<file path="src/sv/plqm_pkg.sv">
// Shared constants, types and helpers for the pooled linked queue manager.
package plqm_pkg;

    localparam int NODE_COUNT   = 64;
    localparam int QUEUE_COUNT  = 4;
    localparam int PAYLOAD_BITS = 32;

    localparam int NODE_AW = $clog2(NODE_COUNT);
    localparam int LINK_W  = $clog2(NODE_COUNT + 1);
    localparam int QID_W   = 2;
    localparam int CNT_W   = $clog2(NODE_COUNT + 1);

    typedef logic [NODE_AW-1:0]      t_node;
    typedef logic [LINK_W-1:0]       t_link;
    typedef logic [CNT_W-1:0]        t_count;
    typedef logic [PAYLOAD_BITS-1:0] t_payload;

    localparam t_link NULL_LINK = t_link'(NODE_COUNT);

    typedef enum logic [1:0] {
        STAT_OK     = 2'd0,
        STAT_NOFREE = 2'd1,
        STAT_EMPTY  = 2'd2
    } t_status;

    typedef enum logic {
        REQ_APPEND = 1'b0,
        REQ_POP    = 1'b1
    } t_req;

    typedef enum logic {
        ST_IDLE,
        ST_EXEC
    } t_state;

    // Write request into the link memory.
    typedef struct packed {
        logic  en;
        t_node addr;
        t_link data;
    } t_link_wr;

    // Write request into the payload memory.
    typedef struct packed {
        logic     en;
        t_node    addr;
        t_payload data;
    } t_pay_wr;

    // Link of a node that has not been written since reset.
    function automatic t_link link_reset_value(input t_node node);
        t_link val;
        if (node == '0) begin
            val = NULL_LINK;
        end else begin
            val = t_link'(node) - t_link'(1);
        end
        return val;
    endfunction

endpackage

</file>
<file path="src/sv/pooled_linked_queue_manager.sv">
// Top level: several FIFO queues sharing one pool of linked nodes with a LIFO free list.
// Operation: the node read is issued as a request is accepted, and the pointer update
// with the memory writes follows in the exec state; busy is high there, so no new
// request is taken before the last is through. The result strobe is high in the cycle
// after execution, and the receiver cannot stall.
// Reset (synchronous, active low) empties all queues and restores the free list at once.
module pooled_linked_queue_manager (
    input  logic                           i_clk,
    input  logic                           i_rst_n,
    input  logic                           start,
    output logic                           busy,
    input  logic                           i_req_type,
    input  logic [plqm_pkg::QID_W-1:0]     i_queue_id,
    input  logic [31:0]                    i_data_in,
    output logic                           o_strobe,
    output logic [1:0]                     o_status,
    output logic [31:0]                    o_data_out,
    output logic [plqm_pkg::CNT_W-1:0]     o_queue_length
);
    import plqm_pkg::*;

    // Control state: idle waits for a request, exec applies it.
    t_state r_state;
    t_state n_state;

    // Request register, loaded when a request is accepted.
    logic              r_req_type;
    logic [QID_W-1:0]  r_queue_id;
    t_payload          r_data_in;

    // List pointers.
    t_link  r_free_head;
    t_link  n_free_head;
    t_node  r_q_head [QUEUE_COUNT];
    t_node  r_q_tail [QUEUE_COUNT];
    t_count r_q_cnt  [QUEUE_COUNT];
    t_node  n_head;
    t_node  n_tail;
    t_count n_cnt;
    logic   q_upd;

    // Result register.
    logic     r_strobe;
    t_status  r_status;
    t_payload r_data_out;
    t_count   r_queue_length;
    t_status  n_status;
    t_payload n_data_out;
    t_count   n_queue_length;

    logic     accept;
    logic     exec;
    t_node    rd_addr;
    t_link    link_rd;
    t_payload pay_rd;
    t_link_wr link_wr;
    t_pay_wr  pay_wr;

    logic   q_ok;
    t_node  cur_head;
    t_node  cur_tail;
    t_count cur_cnt;

    assign accept = start && !busy;

    // The memory read is issued as the request is accepted: a pop reads the
    // queue's head node, an append reads the node at the free-list head.
    always_comb begin
        if (i_req_type == REQ_POP) begin
            rd_addr = r_q_head[i_queue_id];
        end else begin
            rd_addr = r_free_head[NODE_AW-1:0];
        end
    end

    plqm_node_pool u_pool (
        .i_clk     (i_clk),
        .i_rst_n   (i_rst_n),
        .i_rd_en   (accept),
        .i_rd_addr (rd_addr),
        .i_link_wr (link_wr),
        .i_pay_wr  (pay_wr),
        .o_link_rd (link_rd),
        .o_pay_rd  (pay_rd)
    );

    // Next-state logic.
    always_comb begin
        unique case (r_state)
            ST_IDLE: n_state = accept ? ST_EXEC : ST_IDLE;
            ST_EXEC: n_state = ST_IDLE;
            default: n_state = ST_IDLE;
        endcase
    end

    // Output decode of the state.
    always_comb begin
        unique case (r_state)
            ST_IDLE: begin
                busy = 1'b0;
                exec = 1'b0;
            end
            ST_EXEC: begin
                busy = 1'b1;
                exec = 1'b1;
            end
            default: begin
                busy = 1'b0;
                exec = 1'b0;
            end
        endcase
    end

    assign q_ok     = (32'(r_queue_id) < QUEUE_COUNT);
    assign cur_head = r_q_head[r_queue_id];
    assign cur_tail = r_q_tail[r_queue_id];
    assign cur_cnt  = r_q_cnt[r_queue_id];

    // One pass over the request. The link of a queue's tail is never used
    // while it is the tail, so an append only writes the old tail's link;
    // this keeps the link memory at one write per request.
    always_comb begin
        n_free_head    = r_free_head;
        n_head         = cur_head;
        n_tail         = cur_tail;
        n_cnt          = cur_cnt;
        q_upd          = 1'b0;
        n_status       = STAT_OK;
        n_data_out     = '0;
        n_queue_length = '0;
        link_wr        = '0;
        pay_wr         = '0;

        if (!q_ok) begin
            n_status = STAT_EMPTY;
        end else if (r_req_type == REQ_APPEND) begin
            if (r_free_head == NULL_LINK) begin
                n_status       = STAT_NOFREE;
                n_queue_length = cur_cnt;
            end else begin
                n_free_head = link_rd;
                pay_wr.en   = exec;
                pay_wr.addr = r_free_head[NODE_AW-1:0];
                pay_wr.data = r_data_in;
                if (cur_cnt == '0) begin
                    n_head = r_free_head[NODE_AW-1:0];
                end else begin
                    link_wr.en   = exec;
                    link_wr.addr = cur_tail;
                    link_wr.data = r_free_head;
                end
                n_tail         = r_free_head[NODE_AW-1:0];
                n_cnt          = cur_cnt + t_count'(1);
                q_upd          = 1'b1;
                n_queue_length = n_cnt;
            end
        end else begin
            if (cur_cnt == '0) begin
                n_status = STAT_EMPTY;
            end else begin
                n_data_out   = pay_rd;
                link_wr.en   = exec;
                link_wr.addr = cur_head;
                link_wr.data = r_free_head;
                n_free_head  = t_link'(cur_head);
                q_upd        = 1'b1;
                if (cur_cnt == t_count'(1) || link_rd == NULL_LINK) begin
                    n_cnt  = '0;
                    n_head = '0;
                    n_tail = '0;
                end else begin
                    n_cnt  = cur_cnt - t_count'(1);
                    n_head = link_rd[NODE_AW-1:0];
                end
                n_queue_length = n_cnt;
            end
        end
    end

    always_ff @(posedge i_clk) begin
        if (!i_rst_n) begin
            r_state     <= ST_IDLE;
            r_strobe    <= 1'b0;
            r_free_head <= t_link'(NODE_COUNT - 1);
            for (int i = 0; i < QUEUE_COUNT; i++) begin
                r_q_head[i] <= '0;
                r_q_tail[i] <= '0;
                r_q_cnt[i]  <= '0;
            end
        end else begin
            r_state  <= n_state;
            r_strobe <= exec;
            if (exec) begin
                r_free_head <= n_free_head;
                if (q_upd) begin
                    r_q_head[r_queue_id] <= n_head;
                    r_q_tail[r_queue_id] <= n_tail;
                    r_q_cnt[r_queue_id]  <= n_cnt;
                end
            end
        end
    end

    always_ff @(posedge i_clk) begin
        if (accept) begin
            r_req_type <= i_req_type;
            r_queue_id <= i_queue_id;
            r_data_in  <= i_data_in;
        end
        if (exec) begin
            r_status       <= n_status;
            r_data_out     <= n_data_out;
            r_queue_length <= n_queue_length;
        end
    end

    assign o_strobe       = r_strobe;
    assign o_status       = r_status;
    assign o_data_out     = r_data_out;
    assign o_queue_length = r_queue_length;

`ifndef NO_ASSERTIONS
    // Every request that enters execution produces exactly one result next cycle.
    a_exec_gives_result: assert property (@(posedge i_clk) disable iff (!i_rst_n)
        (r_state == ST_EXEC) |=> o_strobe)
        else $error("request in execution produced no result");

    // A result never appears without an earlier accepted request.
    a_result_has_request: assert property (@(posedge i_clk) disable iff (!i_rst_n)
        o_strobe |-> $past(accept, 2))
        else $error("result without an accepted request");

    // The free-list head is a node index or the null link, never beyond.
    a_free_head_range: assert property (@(posedge i_clk) disable iff (!i_rst_n)
        r_free_head <= NULL_LINK)
        else $error("free-list head out of range");

    // A successful pop reports one entry fewer than the queue held.
    a_pop_length: assert property (@(posedge i_clk) disable iff (!i_rst_n)
        (exec && q_ok && r_req_type == REQ_POP && cur_cnt != '0)
            |=> (o_queue_length == $past(cur_cnt) - t_count'(1)))
        else $error("pop reported a wrong queue length");
`endif

endmodule

</file>
<file path="src/sv/plqm_node_pool.sv">
// Node pool storage: link memory with per-entry valid bits and payload memory.
module plqm_node_pool (
    input  logic                i_clk,
    input  logic                i_rst_n,
    input  logic                i_rd_en,
    input  plqm_pkg::t_node     i_rd_addr,
    input  plqm_pkg::t_link_wr  i_link_wr,
    input  plqm_pkg::t_pay_wr   i_pay_wr,
    output plqm_pkg::t_link     o_link_rd,
    output plqm_pkg::t_payload  o_pay_rd
);
    import plqm_pkg::*;

    t_link    r_link_mem [NODE_COUNT];
    t_payload r_pay_mem  [NODE_COUNT];
    logic [NODE_COUNT-1:0] r_link_vld;

    t_link    r_link_rd;
    logic     r_link_rd_vld;
    t_node    r_rd_addr;
    t_payload r_pay_rd;

    // Valid bits stand in for the reset pattern of the link memory.
    always_ff @(posedge i_clk) begin
        if (!i_rst_n) begin
            r_link_vld <= '0;
        end else if (i_link_wr.en) begin
            r_link_vld[i_link_wr.addr] <= 1'b1;
        end
    end

    always_ff @(posedge i_clk) begin
        if (i_link_wr.en) begin
            r_link_mem[i_link_wr.addr] <= i_link_wr.data;
        end
        if (i_pay_wr.en) begin
            r_pay_mem[i_pay_wr.addr] <= i_pay_wr.data;
        end
    end

    always_ff @(posedge i_clk) begin
        if (i_rd_en) begin
            r_link_rd     <= r_link_mem[i_rd_addr];
            r_link_rd_vld <= r_link_vld[i_rd_addr];
            r_rd_addr     <= i_rd_addr;
            r_pay_rd      <= r_pay_mem[i_rd_addr];
        end
    end

    assign o_link_rd = r_link_rd_vld ? r_link_rd : link_reset_value(r_rd_addr);
    assign o_pay_rd  = r_pay_rd;

endmodule

</file>
<file path="config.mk">
export PLATFORM = sky130hd
export DESIGN_NAME = pooled_linked_queue_manager
export DESIGN_NICKNAME = d
export VERILOG_FILES = /design/src/sv/plqm_pkg.sv /design/src/sv/pooled_linked_queue_manager.sv /design/src/sv/plqm_node_pool.sv
export SDC_FILE = /design/constraint.sdc
export NUM_CORES = 2
export LEC_CHECK = 0
export BUFFER_PORTS_ARGS = -buffer_cell sky130_fd_sc_hd__buf_4
export CORE_MARGIN = 10
export CORE_UTILIZATION = 40
export CTS_CLUSTER_DIAMETER = 100
export DETAILED_ROUTE_END_ITERATION = 8
export PLACE_DENSITY_LB_ADDON = 0.1
export SLEW_MARGIN = 20
export SYNTH_ARGS = -nofsm -noshare
export SYNTH_HDL_FRONTEND = slang
export SYNTH_SLANG_ARGS = --single-unit
</file>
<file path="constraint.sdc">
create_clock -name i_clk -period 15.1 [get_ports i_clk]
set_clock_uncertainty 0.15 [all_clocks]
set_input_delay 1.51 -clock i_clk [delete_from_list [all_inputs] [get_ports i_clk]]
set_output_delay 1.51 -clock i_clk [all_outputs]
set_load 0.005 [all_outputs]
</file>
==> After elaboration in Yosys (flattened, before gate mapping) <==
Memories as Yosys holds them, arrays and structs flattened. A register that Yosys moved wholly into a read port is not among the register bits.
Index checks and enable logic that the tools add are counted.
{ "word_totals": {"reg_bits": 156, "latchBits": 0, "ramBits": 2572, "mem_bits_ro": 0, "inputBits": 38, "output_inout_bits": 43, "elab_cells": 103, "memories": 5} }
{ "op_classes": {"n_addsub": 3, "n_mul": 0, "n_div": 0, "magnitude_cmp": 3, "eq_ne": 5, "n_shift": 0, "mux": 61, "bitwise_logic": 3, "n_reduce_logical": 11} }
{ "mem_list": {"columns": ["memory", "words", "width", "read_ports", "rd_clocked_by_memory_dff", "write_ports", "line_no", "source"], "rows": [
  ["u_pool.r_pay_mem", 64, 32, 1, 1, 1, "plqm_node_pool.sv:15", "t_payload r_pay_mem [NODE_COUNT];"],
  ["u_pool.r_link_mem", 64, 7, 1, 1, 1, "plqm_node_pool.sv:14", "t_link r_link_mem [NODE_COUNT];"],
  ["r_q_cnt", 4, 7, 1, 1, 4, "pooled_linked_queue_manager.sv:36", "t_count r_q_cnt [QUEUE_COUNT];"],
  ["r_q_head", 4, 6, 2, 1, 4, "pooled_linked_queue_manager.sv:34", "t_node r_q_head [QUEUE_COUNT];"],
  ["r_q_tail", 4, 6, 1, 1, 4, "pooled_linked_queue_manager.sv:35", "t_node r_q_tail [QUEUE_COUNT];"]
]} }
{ "ops": {"columns": ["op", "count"], "rows": [
  ["2-to-1 mux 7 bit", 12],
  ["2-to-1 mux 39 bit", 2],
  ["2-to-1 mux 6 bit", 12],
  ["bitwise OR 64 bit", 1],
  ["2-to-1 mux 14 bit", 4],
  ["2-to-1 mux 1 bit", 19],
  ["2-to-1 mux 2 bit", 8],
  ["== test 7 bit, second input constant", 2],
  ["< comparator 6 x 7 -> 1 bit, second input constant", 2],
  ["OR reduction 6 bit", 2],
  ["adder 7 x 1 -> 7 bit, second input constant", 1],
  ["== test 7 x 1 -> 1 bit, second input constant", 1],
  ["logical NOT 7 bit", 1],
  ["OR reduction 7 bit", 1],
  ["subtractor 6 x 1 -> 7 bit, second input constant", 1],
  ["subtractor 7 x 1 -> 7 bit, second input constant", 1],
  ["binary-select mux 1 bit (select 6 bit)", 1],
  ["demux 1 bit (select 6 bit)", 1],
  ["greater-or-equal comparator 6 x 1 -> 1 bit, second input constant", 1],
  ["logical NOT 6 bit", 1],
  ["inequality test 2 bit, second input constant", 2],
  ["one-hot mux 1 bit (2 select lines)", 2],
  ["AND reduction 3 bit", 1],
  ["logical AND 1 bit", 2],
  ["other kinds (4)", 5]
]} }

==> Depth between registers and ports, before layout <==
{ "depth": {"word_depth": 10, "mapped_depth": 13, "ltp_nobuf": 9} }

==> Modules after synthesis <==
From an unflattened synthesis, not the netlist that was laid out.
{ "unflattened": {"hier_cells": 4980, "hier_area_um2": 106887.5} }
{ "by_module_without_submodules": {"columns": ["mod", "n_inst", "cells_per_inst", "area_each_um2"], "rows": [
  ["plqm_node_pool", 1, 4424, 99314.0],
  ["pooled_linked_queue_manager", 1, 556, 7573.5]
]} }

==> Least setup slack after synthesis <==
OpenSTA, ideal clock, no wires.
{ "synth_timing": {"kind": "register to register", "startpoint": "register (tool-made name)", "endpoint": "memory u_pool.r_link_mem[0][6] (netlist name) (data pin)", "setup_ns": 0.681, "t_arrival_ns": 4.508, "t_required_ns": 14.269, "slack_ns": 9.761, "stages_incl_launch_ff": 11, "cell_sequence": "dfxtp_1 > clkbuf_2 > buf_1 > mux4_2 > inv_1 > ha_1 > nor2b_1 > and2_1 > buf_2 > buf_6 > nor3_1"} }
{ "synth_rtl": {"columns": ["item", "line_no"], "rows": [
  ["end, declared", "plqm_node_pool.sv:14"]
]} }

==> Final worst setup path <==
{ "layout_timing": {"startpoint": "input port i_queue_id[0] (netlist name)", "endpoint": "register u_pool.r_pay_rd[15] (netlist: u_pool.o_pay_rd[15]) (read register of u_pool.r_pay_mem) (data pin)"} }
{ "layout_via": {"elab_chain_len": 2} }
{ "layout_lines": {"columns": ["item", "line_no", "source"], "rows": [
  ["start, declared", "pooled_linked_queue_manager.sv:13", "input logic [plqm_pkg::QID_W-1:0] i_queue_id,"],
  ["memory (4 x 6 bit)", null, null],
  ["2-to-1 mux 6 bit", "pooled_linked_queue_manager.sv:69", "if (i_req_type == REQ_POP) begin"],
  ["end, declared", "plqm_node_pool.sv:21", "t_payload r_pay_rd;"]
]} }
Every way passes these cells.
A chain may end at the register's enable or synchronous reset.

==> key figures <==
Outcome
  • Status: complete, no violations

Clock network
  • Root Buffer: clkbuf_16
  • CTS Buf Count: 307
  • Worst-case clock buffer depth: 4
  • CTS tree: built
  • Post-CTS Hold Fix Bufs: 0
  • Clock-pin slew on the worst setup and hold paths: 0.06 ns
  • Post-CTS setup buffer count: 0
  • Post-cts resize count: 0
  • H-tree levels: 5
  • Clk sinks: 2769
  • Clk_lat worst skew: 0.89 ns

Setup path
  • Worst Path Buf+Inv: 5
  • CP max FO: 137
  • Cell chain of the critical path: buf_4, mux2_2, o221ai_4, inv_8, buf_4, buf_12, buf_4, mux2i_1, a32oi_1, and3_1, a31oi_1, nand4_1
  • Critical Path Start Type: input port
  • R2r worst-path depth: 11
  • Family with the most delay on the worst path: buffers and inverters
  • Worst r2r dst: u_pool.o_pay_rd[15]$_DFFE_PP_
  • Slowest cell on crit path: buf_4
  • Crit. path cell count: 12
  • Slowest stage delay, CP: 0.88 ns
  • WP data arrival: 6.60 ns
  • Crit Reg-Reg Startpoint: r_q_head[3][0]$_DFFE_PP_
  • Crit-path most repeated cell: buf_4
  • Worst R2R Setup Slack: 9.45 ns
  • Crit end category: flop
  • CP required: 15.51 ns
  • Crit Path Class: input port to flop

Min path
  • Hold Startpoint: u_pool.r_link_vld[18]$_SDFFE_PN0P_
  • Hold path endpoint: u_pool.r_link_vld[18]$_SDFFE_PN0P_
  • Hold Path Class: flop to flop
  • Hold Path Depth: 1

Floorplan
  • IO Count: 81
  • Die extent in y: 538 µm
  • Number of cell rows: 190
  • CORE AREA: 267000 µm²
  • Initial Util: 40.1%
  • DIE AREA: 289000 µm²
  • Die X: 538 µm

Timing
  • Count of final setup violators: 0
  • Slew margin rel.: 21.3%
  • Setup TNS: 0 ns
  • Final Slew Violations: 0
  • Slew of the pin with the lowest slew margin: 1.18 ns
  • Final Critical Period: 6.19 ns
  • RSZ-0062 raised after global routing: no
  • Hold Slack: 0.312 ns
  • F_max: 0.162 GHz
  • Fin crit share: 41.0%
  • Hold Vio Cnt, Final: 0

Power
  • Clock Power Share: 41.3%
  • Switching power: 4.14 mW
  • Pwr Total: 17.2 mW
  • Switching Fraction: 24.1%
  • Pwr Density: 141 nW/µm²
  • Seq pwr share: 50.0%
  • Gate power share: 8.7%
  • Leakage: 42.0 nW
  • VDD IR-drop max: 0.0944 mV
  • P_int: 13.0 mW

Place
  • Placer Congestion: 0.796
  • DP Area: 113000 µm²
  • DP HPWL: 188000 µm
  • # port buffers: 80

Routing
  • DR vias/cell: 5.88
  • # DRC: 0
  • DRT Pass-1 Iters: 6
  • Post-route ant nets: 0
  • WL final: 350000 µm
  • First DRT Iteration DRCs: 7458
  • Routed via count: 63000
  • Wirelength per Cell: 32.7 µm

Final layout
  • Commonest non-fill, non-tap cell in the layout: edfxtp_1
  • Fillers: 23300
  • Multi-input logic area: 23500 µm²
  • Most frequent cells in the layout: edfxtp_1 (2694), nand2_1 (1346), mux2i_1 (635)
  • NumNets Final: 6963
  • Storage element area: 82400 µm²
  • Finished Cell Area: 122000 µm²
  • Layout cells sized above 1: 11.5%
  • Area Growth Syn to Fin: 13.7%

Global routing
  • Vias in the first global route: 60700
  • Initial antenna violation count: 19
  • Largest net degree at the start of global routing: 143
  • Total grt overflow: 0
  • First-pass GRT wire length: 486000 µm
  • GRT Util Overall: 23.5%

Logic synthesis
  • Seq/Total Area, Yosys: 76.8%
  • Syn Std Cell Area: 107000 µm²
  • Post-synth EDFFs: 2694
  • Syn Nets: 6837
  • Synth Register Bits: 2769
  • Mapped Cells: 6794
  • Syn Area/Cell: 15.8 µm²
  • Ys async rst share: 0%
  • Yosys cell types: 64
  • Ys flop type: edfxtp_1
  • YS warnings: 0

Run
  • Max-cap violations: 0
## how the worst max path moves through the flow
stage	endpoint	startpoint	slack, ns
final	u_pool.o_pay_rd[15]$_DFFE_PP_	i_queue_id[0]	8.91
after global routing	u_pool.o_pay_rd[21]$_DFFE_PP_	i_queue_id[0]	8.78
after CTS	u_pool.o_pay_rd[21]$_DFFE_PP_	i_queue_id[0]	9.03
after detailed placement	u_pool.o_pay_rd[21]$_DFFE_PP_	i_queue_id[0]	8.14
after global placement	u_pool.o_pay_rd[21]$_DFFE_PP_	i_queue_id[0]	8.15
after floorplan	u_pool.r_link_mem[0][6]$_DFFE_PP_	flop	9.76
## cells by family (layout without fill, tap and decap cells)
| family | after synthesis | count (layout) | synth area share (%) |
|---|---|---|---|
| flops | 2769 | 2769 | 76.8 |
| simple gates | 1960 | 1960 | 7.72 |
| compound gates | 920 | 920 | 6.94 |
| mux | 664 | 664 | 6.47 |
| buf+inv | 462 | 819 | 1.93 |
| xor+xnor | 14 | 14 | 0.114 |
| fa+ha+maj | 5 | 5 | 0.0583 |
| other cells | 0 | 3 | 0 |
## metrics by stage
stage | utilization (%) | cells | setup WS [ns]
global placement | 42.1 | 10200 | 8.15
CTS | 45.6 | 10700 | 9.03
global route | 45.6 | 10700 | 8.78
floorplan | - | 6794 | 9.76
finish | 45.6 | 10700 | 8.91
detailed placement | 42.1 | 10200 | 8.14
## layout make-up
cell class                      count  share of cell area, %
Antenna cell                        3                0.00615
Clock buffer                      409                   6.82
Sequential cell                  2769                   67.5
Timing Repair Buffer              256                   1.79
Clock inverter                    131                  0.831
Inverter                           23                 0.0810
Tap cell                         3552                   3.64
Multi-Input combinational cell   3563                   19.3
## power groups by stage
| stage | Clock [mW] | Combinational [mW] | Sequential (mW) |
|---|---|---|---|
| finish | 7.09 | 1.50 | 8.59 |
| global route | 7.51 | 1.59 | 8.59 |
| CTS | 7.21 | 1.50 | 8.59 |
| detailed placement | 0 | 1.50 | 8.75 |
| global placement | 0 | 1.49 | 8.75 |
| floorplan | 0 | 0.907 | 8.72 |
## layer usage
layer  track usage, %  share of wire (%)
met5                0                  0
met4             6.35                2.8
met3             3.69                7.1
met2             38.4                 48
met1             32.7                 42
## sequential cells by signal, summed over array words and instances, names as in the netlist, named ones only
name	cells
u_pool.r_pay_mem	2048
u_pool.r_link_mem	448
u_pool.r_link_vld	64
o_data_out	32
r_data_in	32
u_pool.o_pay_rd	32
r_q_cnt	28
r_q_head	24
r_q_tail	24
o_queue_length	7
r_free_head	7
u_pool.r_link_rd	7
u_pool.r_rd_addr	6
o_status	2
r_queue_id	2
o_strobe	1
r_req_type	1
r_state	1
u_pool.r_link_rd_vld	1
## Yosys cell counts (21+ instances only)
cell type     n  area share, %
edfxtp_1   2694             75
nand2_1    1350            4.7
mux2i_1     635            5.9
a32oi_1     631            5.1
nor2_1      240           0.84
clkbuf_1    207           0.72
buf_2       193           0.90
and3_1      189            1.1
a31oi_1     155           0.90
dfxtp_1      75            1.4
o21a_1       65           0.45
nand4_1      53           0.31
and2_1       47           0.27
nand3_1      31           0.14
a21oi_1      25           0.12
mux4_2       23           0.48
inv_1        22          0.077
buf_1        21          0.073
No activity file was read; power rests on OpenSTA's default activity.
